<file path="config.mk">
export PLATFORM = sky130hd
export DESIGN_NAME = isolated_pixel_counter_flat
export DESIGN_NICKNAME = d
export VERILOG_FILES = /design/src/sv/ipc_pkg.sv /design/src/sv/ipc_if.sv /design/src/sv/ipc_front.sv /design/src/sv/ipc_queue.sv /design/src/sv/ipc_back.sv /design/src/sv/isolated_pixel_counter.sv /design/src/flat_wrapper.sv
export SDC_FILE = /design/constraint.sdc
export NUM_CORES = 2
export LEC_CHECK = 0
export ABC_AREA = 1
export BUFFER_PORTS_ARGS = -buffer_cell sky130_fd_sc_hd__buf_2
export CAP_MARGIN = 25
export CORE_MARGIN = 4
export CORE_UTILIZATION = 60
export DETAILED_ROUTE_END_ITERATION = 8
export PLACE_DENSITY = 0.76
export SLEW_MARGIN = 20
export SYNTH_ARGS = -nofsm -noshare
export SYNTH_HDL_FRONTEND = slang
export SYNTH_SLANG_ARGS = --single-unit
</file>
<file path="constraint.sdc">
create_clock -name clock -period 44.9 [get_ports clock]
set_input_delay 8.98 -clock clock [delete_from_list [all_inputs] [get_ports clock]]
set_output_delay 8.98 -clock clock [all_outputs]
set_load 0.01 [all_outputs]
</file>
<file path="src/sv/ipc_pkg.sv">
package ipc_pkg;

   localparam int DEF_MAX_WIDTH  = 1024;
   localparam int DEF_MAX_HEIGHT = 1024;

   localparam int CFG_W     = 11;
   localparam int CSR_IDX_W = 1;
   localparam int POS_W     = 10;
   localparam int COUNT_W   = 20;

   localparam logic [CSR_IDX_W-1:0] REG_FRAME_WIDTH  = 1'b0;
   localparam logic [CSR_IDX_W-1:0] REG_FRAME_HEIGHT = 1'b1;

   localparam logic [0:0] KIND_POSITION = 1'b0;
   localparam logic [0:0] KIND_TOTAL    = 1'b1;

   localparam logic [COUNT_W-1:0] COUNT_MAX   = {COUNT_W{1'b1}};
   localparam logic [8:0]         CENTER_ONLY = 9'h010;
   localparam logic [CFG_W-1:0]   RESET_SIZE  = 11'd12;

   localparam int Q_DEPTH = 4;
   localparam int Q_AW    = $clog2(Q_DEPTH);
   localparam int Q_CW    = $clog2(Q_DEPTH + 1);

   typedef struct packed {
      logic               has_pos;
      logic               has_total;
      logic [POS_W-1:0]   row;
      logic [POS_W-1:0]   col;
      logic [COUNT_W-1:0] total;
   } ipc_event_type;

endpackage

</file>
<file path="src/sv/ipc_if.sv">
interface ipc_req_if;
   logic valid;
   logic ready;
   logic pixel;

   modport source (output valid, output pixel, input ready);
   modport sink (input valid, input pixel, output ready);
endinterface

interface ipc_rsp_if;
   logic       valid;
   logic       ready;
   logic       report_kind;
   logic [9:0] pixel_row;
   logic [9:0] pixel_col;
   logic [19:0] isolated_total;
   logic       last_of_run;

   modport source (output valid, output report_kind, output pixel_row, output pixel_col,
                   output isolated_total, output last_of_run, input ready);
   modport sink (input valid, input report_kind, input pixel_row, input pixel_col,
                 input isolated_total, input last_of_run, output ready);
endinterface

</file>
<file path="src/sv/ipc_front.sv">
module ipc_front
   import ipc_pkg::*;
#(
   parameter int MAX_WIDTH  = DEF_MAX_WIDTH,
   parameter int MAX_HEIGHT = DEF_MAX_HEIGHT
) (
   input  logic                 clock,
   input  logic                 reset,
   input  logic                 csr_we,
   input  logic [CSR_IDX_W-1:0] csr_index,
   input  logic [CFG_W-1:0]     csr_wdata,
   input  logic                 pix_valid,
   input  logic                 pixel,
   output logic                 pix_ready,
   input  logic [Q_CW-1:0]      q_count,
   output logic                 ev_push,
   output ipc_event_type        ev_data
);

   localparam int CLW = $clog2(MAX_WIDTH);
   localparam int RLW = $clog2(MAX_HEIGHT);
   localparam int SZW_W = ($clog2(MAX_WIDTH + 1) > CFG_W) ? $clog2(MAX_WIDTH + 1) : CFG_W;
   localparam int SZW_H = ($clog2(MAX_HEIGHT + 1) > CFG_W) ? $clog2(MAX_HEIGHT + 1) : CFG_W;

   logic [CFG_W-1:0]   width_ff, height_ff;
   logic [CLW-1:0]     col_ff, col_in;
   logic [RLW-1:0]     row_ff, row_in;
   logic               s1_valid_ff;
   logic               s1_pixel_ff;
   logic [CLW-1:0]     s1_col_ff;
   logic [RLW-1:0]     s1_row_ff;
   logic               s1_end_frame_ff;
   logic [8:0]         window_ff, window_in;
   logic [COUNT_W-1:0] count_ff, count_in;
   logic [1:0]         line_mem [MAX_WIDTH];
   logic [1:0]         line_rd_ff;

   logic [SZW_W-1:0]   w_ext, w_eff;
   logic [SZW_H-1:0]   h_ext, h_eff;
   logic               accept, end_row, end_frame, hit;
   logic [COUNT_W-1:0] count_hit;
   logic [Q_CW:0]      occupancy;

   assign occupancy = {1'b0, q_count} + (Q_CW + 1)'(s1_valid_ff);
   assign pix_ready = (occupancy < (Q_CW + 1)'(Q_DEPTH));
   assign accept    = pix_valid && pix_ready;

   always_comb begin
      w_ext = SZW_W'(width_ff);
      h_ext = SZW_H'(height_ff);
      if (w_ext < SZW_W'(3)) w_eff = SZW_W'(3);
      else if (w_ext > SZW_W'(MAX_WIDTH)) w_eff = SZW_W'(MAX_WIDTH);
      else w_eff = w_ext;
      if (h_ext < SZW_H'(3)) h_eff = SZW_H'(3);
      else if (h_ext > SZW_H'(MAX_HEIGHT)) h_eff = SZW_H'(MAX_HEIGHT);
      else h_eff = h_ext;
      end_row   = (SZW_W'(col_ff) + SZW_W'(1)) >= w_eff;
      end_frame = end_row && ((SZW_H'(row_ff) + SZW_H'(1)) >= h_eff);
      col_in = col_ff;
      row_in = row_ff;
      if (accept) begin
         if (end_frame) begin
            col_in = '0;
            row_in = '0;
         end else if (end_row) begin
            col_in = '0;
            row_in = row_ff + RLW'(1);
         end else begin
            col_in = col_ff + CLW'(1);
         end
      end
   end

   always_comb begin
      window_in = {s1_pixel_ff, line_rd_ff[1], line_rd_ff[0], window_ff[8:3]};
      hit = s1_valid_ff && (s1_row_ff >= RLW'(2)) && (s1_col_ff >= CLW'(2))
            && (window_in == CENTER_ONLY);
      count_hit = (hit && (count_ff != COUNT_MAX)) ? count_ff + COUNT_W'(1) : count_ff;
      count_in = count_ff;
      if (s1_valid_ff) count_in = s1_end_frame_ff ? '0 : count_hit;
      ev_push = s1_valid_ff && (hit || s1_end_frame_ff);
      ev_data.has_pos   = hit;
      ev_data.has_total = s1_end_frame_ff;
      ev_data.row       = POS_W'(s1_row_ff - RLW'(1));
      ev_data.col       = POS_W'(s1_col_ff - CLW'(1));
      ev_data.total     = count_hit;
   end

   always_ff @(posedge clock) begin
      if (reset) begin
         width_ff    <= RESET_SIZE;
         height_ff   <= RESET_SIZE;
         col_ff      <= '0;
         row_ff      <= '0;
         s1_valid_ff <= 1'b0;
         window_ff   <= '0;
         count_ff    <= '0;
      end else begin
         if (csr_we) begin
            case (csr_index)
               REG_FRAME_WIDTH:  width_ff <= csr_wdata;
               REG_FRAME_HEIGHT: height_ff <= csr_wdata;
               default: ;
            endcase
         end
         col_ff      <= col_in;
         row_ff      <= row_in;
         s1_valid_ff <= accept;
         if (s1_valid_ff) window_ff <= window_in;
         count_ff    <= count_in;
      end
   end

   always_ff @(posedge clock) begin
      if (accept) begin
         s1_pixel_ff     <= pixel;
         s1_col_ff       <= col_ff;
         s1_row_ff       <= row_ff;
         s1_end_frame_ff <= end_frame;
      end
   end

   always_ff @(posedge clock) begin
      if (accept) line_rd_ff <= line_mem[col_ff];
      if (s1_valid_ff) line_mem[s1_col_ff] <= {s1_pixel_ff, line_rd_ff[1]};
   end

endmodule

</file>
<file path="src/sv/ipc_queue.sv">
module ipc_queue
   import ipc_pkg::*;
(
   input  logic          clock,
   input  logic          reset,
   input  logic          push,
   input  ipc_event_type push_data,
   input  logic          pop,
   output logic          not_empty,
   output ipc_event_type head,
   output logic [Q_CW-1:0] count
);

   ipc_event_type     slots_ff [Q_DEPTH];
   logic [Q_AW-1:0]   wr_ptr_ff, rd_ptr_ff;
   logic [Q_CW-1:0]   count_ff;

   assign not_empty = (count_ff != '0);
   assign head      = slots_ff[rd_ptr_ff];
   assign count     = count_ff;

   always_ff @(posedge clock) begin
      if (reset) begin
         wr_ptr_ff <= '0;
         rd_ptr_ff <= '0;
         count_ff  <= '0;
      end else begin
         if (push) wr_ptr_ff <= (wr_ptr_ff == Q_AW'(Q_DEPTH - 1)) ? '0 : wr_ptr_ff + Q_AW'(1);
         if (pop) rd_ptr_ff <= (rd_ptr_ff == Q_AW'(Q_DEPTH - 1)) ? '0 : rd_ptr_ff + Q_AW'(1);
         case ({push, pop})
            2'b10:   count_ff <= count_ff + Q_CW'(1);
            2'b01:   count_ff <= count_ff - Q_CW'(1);
            default: count_ff <= count_ff;
         endcase
      end
   end

   always_ff @(posedge clock) begin
      if (push) slots_ff[wr_ptr_ff] <= push_data;
   end

endmodule

</file>
<file path="src/sv/ipc_back.sv">
module ipc_back
   import ipc_pkg::*;
(
   input  logic          clock,
   input  logic          reset,
   input  logic          ev_ready,
   input  ipc_event_type ev_head,
   output logic          ev_pop,
   ipc_rsp_if.source     rsp_ch
);

   logic               valid_ff, valid_in;
   logic               phase_ff, phase_in;
   logic               kind_ff, kind_in;
   logic [POS_W-1:0]   row_ff, row_in;
   logic [POS_W-1:0]   col_ff, col_in;
   logic [COUNT_W-1:0] total_ff, total_in;
   logic               last_ff, last_in;
   logic               out_free, load;

   assign out_free = !valid_ff || rsp_ch.ready;
   assign load     = out_free && ev_ready;

   always_comb begin
      valid_in = valid_ff;
      phase_in = phase_ff;
      kind_in  = kind_ff;
      row_in   = row_ff;
      col_in   = col_ff;
      total_in = total_ff;
      last_in  = last_ff;
      ev_pop   = 1'b0;
      if (out_free) valid_in = 1'b0;
      if (load) begin
         valid_in = 1'b1;
         total_in = ev_head.total;
         if (ev_head.has_pos && !phase_ff) begin
            kind_in = KIND_POSITION;
            row_in  = ev_head.row;
            col_in  = ev_head.col;
            last_in = !ev_head.has_total;
            if (ev_head.has_total) phase_in = 1'b1;
            else ev_pop = 1'b1;
         end else begin
            kind_in  = KIND_TOTAL;
            row_in   = '0;
            col_in   = '0;
            last_in  = 1'b1;
            phase_in = 1'b0;
            ev_pop   = 1'b1;
         end
      end
   end

   always_ff @(posedge clock) begin
      if (reset) begin
         valid_ff <= 1'b0;
         phase_ff <= 1'b0;
      end else begin
         valid_ff <= valid_in;
         phase_ff <= phase_in;
      end
   end

   always_ff @(posedge clock) begin
      kind_ff  <= kind_in;
      row_ff   <= row_in;
      col_ff   <= col_in;
      total_ff <= total_in;
      last_ff  <= last_in;
   end

   assign rsp_ch.valid          = valid_ff;
   assign rsp_ch.report_kind    = kind_ff;
   assign rsp_ch.pixel_row      = row_ff;
   assign rsp_ch.pixel_col      = col_ff;
   assign rsp_ch.isolated_total = total_ff;
   assign rsp_ch.last_of_run    = last_ff;

endmodule

</file>
<file path="src/sv/isolated_pixel_counter.sv">
// Isolated pixel counter, 8-neighbour.
// req_ch takes one binary pixel per item in raster order. rsp_ch gives a
// position item for each interior pixel that is 1 with all eight neighbours
// 0 (row, column, running count), and after the last pixel of a frame a
// total item; last_of_run marks the final item caused by one pixel.
// csr_we/csr_index/csr_wdata set frame_width (index 0) and frame_height
// (index 1); write them only while the block is idle.
// Throughput: one pixel per cycle. A pixel whose judgment gives both a
// position and a total yields two output items; the four-entry event queue
// absorbs that, so sustained input stalls only when such pixels follow
// each other or the receiver stalls.
// After acceptance a pixel's items pass the line store read, the window
// judge, the event queue and the output register, plus any queue wait.
// Reset clears position, window, count, queue and output; the line stores
// are not cleared; their contents are used only once written in the frame.
// When rsp_ch.ready is low the output holds, the queue fills and then
// req_ch.ready drops; no item is lost.
module isolated_pixel_counter
   import ipc_pkg::*;
#(
   parameter int MAX_WIDTH  = DEF_MAX_WIDTH,
   parameter int MAX_HEIGHT = DEF_MAX_HEIGHT
) (
   input  logic                 clock,
   input  logic                 reset,
   input  logic                 csr_we,
   input  logic [CSR_IDX_W-1:0] csr_index,
   input  logic [CFG_W-1:0]     csr_wdata,
   ipc_req_if.sink              req_ch,
   ipc_rsp_if.source            rsp_ch
);

   logic            ev_push, ev_pop, ev_ready, pix_ready;
   ipc_event_type   ev_data, ev_head;
   logic [Q_CW-1:0] q_count;

   assign req_ch.ready = pix_ready;

   ipc_front #(
      .MAX_WIDTH  (MAX_WIDTH),
      .MAX_HEIGHT (MAX_HEIGHT)
   ) u_front (
      .clock     (clock),
      .reset     (reset),
      .csr_we    (csr_we),
      .csr_index (csr_index),
      .csr_wdata (csr_wdata),
      .pix_valid (req_ch.valid),
      .pixel     (req_ch.pixel),
      .pix_ready (pix_ready),
      .q_count   (q_count),
      .ev_push   (ev_push),
      .ev_data   (ev_data)
   );

   ipc_queue u_queue (
      .clock     (clock),
      .reset     (reset),
      .push      (ev_push),
      .push_data (ev_data),
      .pop       (ev_pop),
      .not_empty (ev_ready),
      .head      (ev_head),
      .count     (q_count)
   );

   ipc_back u_back (
      .clock    (clock),
      .reset    (reset),
      .ev_ready (ev_ready),
      .ev_head  (ev_head),
      .ev_pop   (ev_pop),
      .rsp_ch   (rsp_ch)
   );

endmodule
</file>
<file path="src/flat_wrapper.sv">
// flat-port wrapper written by rule: the top's interface ports become plain ports
module isolated_pixel_counter_flat import ipc_pkg::*;
#(
   parameter int MAX_WIDTH  = DEF_MAX_WIDTH,
   parameter int MAX_HEIGHT = DEF_MAX_HEIGHT
)
  (clock, reset, csr_we, csr_index, csr_wdata, req_ch_valid, req_ch_pixel, req_ch_ready, rsp_ch_valid, rsp_ch_report_kind, rsp_ch_pixel_row, rsp_ch_pixel_col, rsp_ch_isolated_total, rsp_ch_last_of_run, rsp_ch_ready);
  ipc_req_if req_ch_i ();
  ipc_rsp_if rsp_ch_i ();
  input  logic clock;
  input  logic reset;
  input  logic csr_we;
  input  logic [CSR_IDX_W-1:0] csr_index;
  input  logic [CFG_W-1:0] csr_wdata;
  input wire logic [$bits(req_ch_i.valid)-1:0] req_ch_valid;
  input wire logic [$bits(req_ch_i.pixel)-1:0] req_ch_pixel;
  output wire logic [$bits(req_ch_i.ready)-1:0] req_ch_ready;
  output wire logic [$bits(rsp_ch_i.valid)-1:0] rsp_ch_valid;
  output wire logic [$bits(rsp_ch_i.report_kind)-1:0] rsp_ch_report_kind;
  output wire logic [$bits(rsp_ch_i.pixel_row)-1:0] rsp_ch_pixel_row;
  output wire logic [$bits(rsp_ch_i.pixel_col)-1:0] rsp_ch_pixel_col;
  output wire logic [$bits(rsp_ch_i.isolated_total)-1:0] rsp_ch_isolated_total;
  output wire logic [$bits(rsp_ch_i.last_of_run)-1:0] rsp_ch_last_of_run;
  input wire logic [$bits(rsp_ch_i.ready)-1:0] rsp_ch_ready;
  assign req_ch_i.valid = req_ch_valid;
  assign req_ch_i.pixel = req_ch_pixel;
  assign req_ch_ready = req_ch_i.ready;
  assign rsp_ch_valid = rsp_ch_i.valid;
  assign rsp_ch_report_kind = rsp_ch_i.report_kind;
  assign rsp_ch_pixel_row = rsp_ch_i.pixel_row;
  assign rsp_ch_pixel_col = rsp_ch_i.pixel_col;
  assign rsp_ch_isolated_total = rsp_ch_i.isolated_total;
  assign rsp_ch_last_of_run = rsp_ch_i.last_of_run;
  assign rsp_ch_i.ready = rsp_ch_ready;
  isolated_pixel_counter #(.MAX_WIDTH(MAX_WIDTH), .MAX_HEIGHT(MAX_HEIGHT)) u_core (.clock(clock), .reset(reset), .csr_we(csr_we), .csr_index(csr_index), .csr_wdata(csr_wdata), .req_ch(req_ch_i), .rsp_ch(rsp_ch_i));
endmodule
</file>
==> results.md <==
* Status: completed
* Highest Signal Layer: met5
* Mapped Cells at 9744
* NumNets Final at 9535
* Critical Path Start: u_core.u_front.s1_valid_ff
* Root Buffer: clkbuf_16
* Crit path DAT at 2.36 ns
* Vias at 72200
* Crit-path max FO at 41
* #FFs+latches synth at 2362
* Area Overhead vs Synth at 9.03%
* IO Count at 62
* Cts hold-fix bufs at 0
* Synth Area in Simple Gates at 19.6%
* Clock transition at path regs at 0.06 ns
* Starting density of the core at 60.4%
* Worst clock skew at 0.0358 ns
* Via density at 6.07
* Fin. Hold Viols at 0
* Worst IR Drop VDD at 0.0449 mV
* Largest net degree at the start of global routing at 244
* Longest Clk Path Bufs at 3
* Die width at 421 µm
* Crit path capture: req_ch_ready
* Met2 WL at 128000 µm
* Core Rows at 151
* Post-CTS sizing at 0
* Placer Congestion at 0.832
* Port buffer count at 61
* Ranking of synthesized cells by area: edfxtp_1 67%, nor2_1 7.3%, nand2_1 6.1%
* Die ar. at 177000 µm²
* Htree depth at 4
* Detailed-route DRC error count at 0
* CP Capture Type: primary output
* Final setup fails at 0
* Mapped Area at 102000 µm²
* Grt ovf at 0
* Achievable frequency at 0.0882 GHz
* Drt first pass iters at 8
* M1 WL at 98800 µm
* Post-CTS setup buffers at 0
* Top cell type by total area after synthesis: edfxtp_1
* WL met3 at 30200 µm
* Clock sinks at 2362
* R2R Path End: u_core.u_front.line_rd_ff[1]
* GRT Resource Usage Total at 29.8%
* Most frequent cells in the layout: 2282 x edfxtp_1, 1991 x nor2_1, 1645 x nand2_1
* Adder-cell share of the synthesized area at 0.484%
* Critical path startpoint category: flop
* WP data required at 35.92 ns
* Synth Net Count at 9801
* Yosys top cell area share at 66.9%
* DP Wirelength at 142000 µm
* Worst hold path type: flop to flop
* Pwr per Cell Area at 48.3 nW/µm²
* Compound-Gate Fraction of Synth Area at 5.69%
* Min Tclk post-route at 11.34 ns
* Ys Warns at 0
* R2R depth at 14
* Worst R2R Start: u_core.u_front.col_ff[0]
* Vias in the first global route at 69900
* Initial antenna violation count at 2
* TNS Setup at 0 ns
* Max-slew violations at 0
* First-pass GRT wire length at 406000 µm
* WS Path Type: flop to primary output
* Synth Flop Type: edfxtp_1
* Slew @ Worst Pin at 1.18 ns
* Die height at 421 µm
* Fin crit share at 25.3%
* TritonCTS Buffers at 227
* LEAKAGE at 0.0392 µW
* Post-synth EDFFs at 2282
* Slew HR at 21.0%
* Antenna-violating nets left at 0
* Final Core Density at 65.9%
* DR WL/cell at 22.6 µm
* Main combinational cell family by area after synthesis: simple AND/OR/NAND/NOR gates
* MaxCap Viol Count at 0
* Most common cell after layout, fill and taps aside: edfxtp_1
* Clk_lat worst skew at 0.86 ns
* Wirelength, routed at 269000 µm
* Post-synth ARST share at 0%
* CTS tree: done
* Core Area at 169000 µm²
* Unrepaired setup endpoints after global routing: false
* Mux contribution to synthesized area at 0%
* Layout cells sized above 1 at 6.65%
* Syn_area_per_cell at 10.5 µm²
* Register area share after synthesis at 68.5%
* Synth cell types at 53
* Initial DRC Count at 9820
* Flop-to-flop setup slack at 39.02 ns
* Synth Area in XOR/XNOR at 0.410%
[sequential cells by signal (all words and copies together) (netlist names), 2 cells and up, named ones only]
signal                               count
u_core.u_back.rsp_ch.isolated_total     20
u_core.u_back.rsp_ch.pixel_col          10
u_core.u_back.rsp_ch.pixel_row          10
u_core.u_front.col_ff                   10
u_core.u_front.count_ff                 20
u_core.u_front.h_ext                    11
u_core.u_front.line_mem               2048
u_core.u_front.line_rd_ff                2
u_core.u_front.row_ff                   10
u_core.u_front.s1_col_ff                10
u_core.u_front.s1_row_ff                10
u_core.u_front.w_ext                    11
u_core.u_front.window_ff                 6
u_core.u_queue.count                     3
u_core.u_queue.rd_ptr_ff                 2
u_core.u_queue.slots_ff                168
u_core.u_queue.wr_ptr_ff                 2
[routing by layer]
metal	vias up	track usage, %
met1	34800	38.7
met4	4	12.4
met5	-	0
met2	4043	49.2
li1	32600	-
met3	712	6.08
[critical path, cell delays in order (launching register included)]
cell     delay (ns)
dfxtp_2        0.31
buf_4          0.61
a31oi_1        0.35
buf_2          0.23
[cell usage after synthesis (all sizes together), types with 3 or more instances]
library cell  count
nand4            24
dfxtp            80
ha               38
nand3           887
a21boi            3
clkbuf          363
o22ai            23
xor2             46
clkinv            7
nor2           1999
nor4             11
nor3            255
nand2          1656
inv             636
o211ai          194
a21oi           187
o21ai           630
or2              57
buf             342
a31oi             3
edfxtp         2282
[final cells by class]
class | count | area [µm²]
Fill cell | 12300 | 57800
Antenna cell | 3 | 7.51
Timing Repair Buffer | 210 | 1850
Inverter | 643 | 2440
Tap cell | 2218 | 2780
Sequential cell | 2362 | 70100
Clock buffer | 293 | 5950
Clock inverter | 133 | 1290
Multi-Input combinational cell | 6034 | 27200
[worst min-delay path by stage]
| stage | start | end | slack, ns | cells after the start |
|---|---|---|---|---|
| 6_report | u_core.u_front.w_ext[9] | u_core.u_front.w_ext[9] | 0.49 | 2 |
| 4_1_cts | u_core.u_front.window_ff[5] | u_core.u_front.window_ff[5] | 0.50 | 2 |
| 3_3_place_gp | u_core.u_front.window_ff[5] | u_core.u_front.window_ff[5] | 0.46 | 2 |
| 2_1_floorplan | u_core.u_front.col_ff[3] | u_core.u_front.s1_col_ff[3] | 0.40 | 0 |
| 5_1_grt | u_core.u_front.w_ext[7] | u_core.u_front.w_ext[7] | 0.52 | 2 |
| 3_5_place_dp | u_core.u_front.row_ff[6] | u_core.u_front.s1_row_ff[6] | 0.48 | 0 |
[through the flow]
step	total power [µW]	hold WS, ns	cell area [µm²]	setup WS, ns	instances
detailed placement	3550	0.482	104000	33.50	11500
finish	5390	0.489	112000	33.56	11900
global route	5600	0.517	112000	33.47	11900
global placement	3530	0.462	104000	33.58	11400
floorplan	3400	0.403	102000	30.16	9744
CTS	5390	0.497	112000	33.50	11900
[report_power, final]
| group | switching (µW) | internal (µW) | leakage [µW] | total (µW) |
|---|---|---|---|---|
| clock | 808 | 1050 | 0.00352 | 1860 |
| combinational | 690 | 227 | 0.0145 | 917 |
| sequential | 24.3 | 2590 | 0.0212 | 2610 |
[logic make-up (layout without fill, tap and decap cells)]
group	Yosys count	count (layout)
xor+xnor	48	48
flops	2362	2362
simple gates	4896	4896
fa+ha+maj	39	39
compound gates	1051	1051
other cells	0	3
buf+inv	1348	1279
Power figures use the tool's default switching activity.
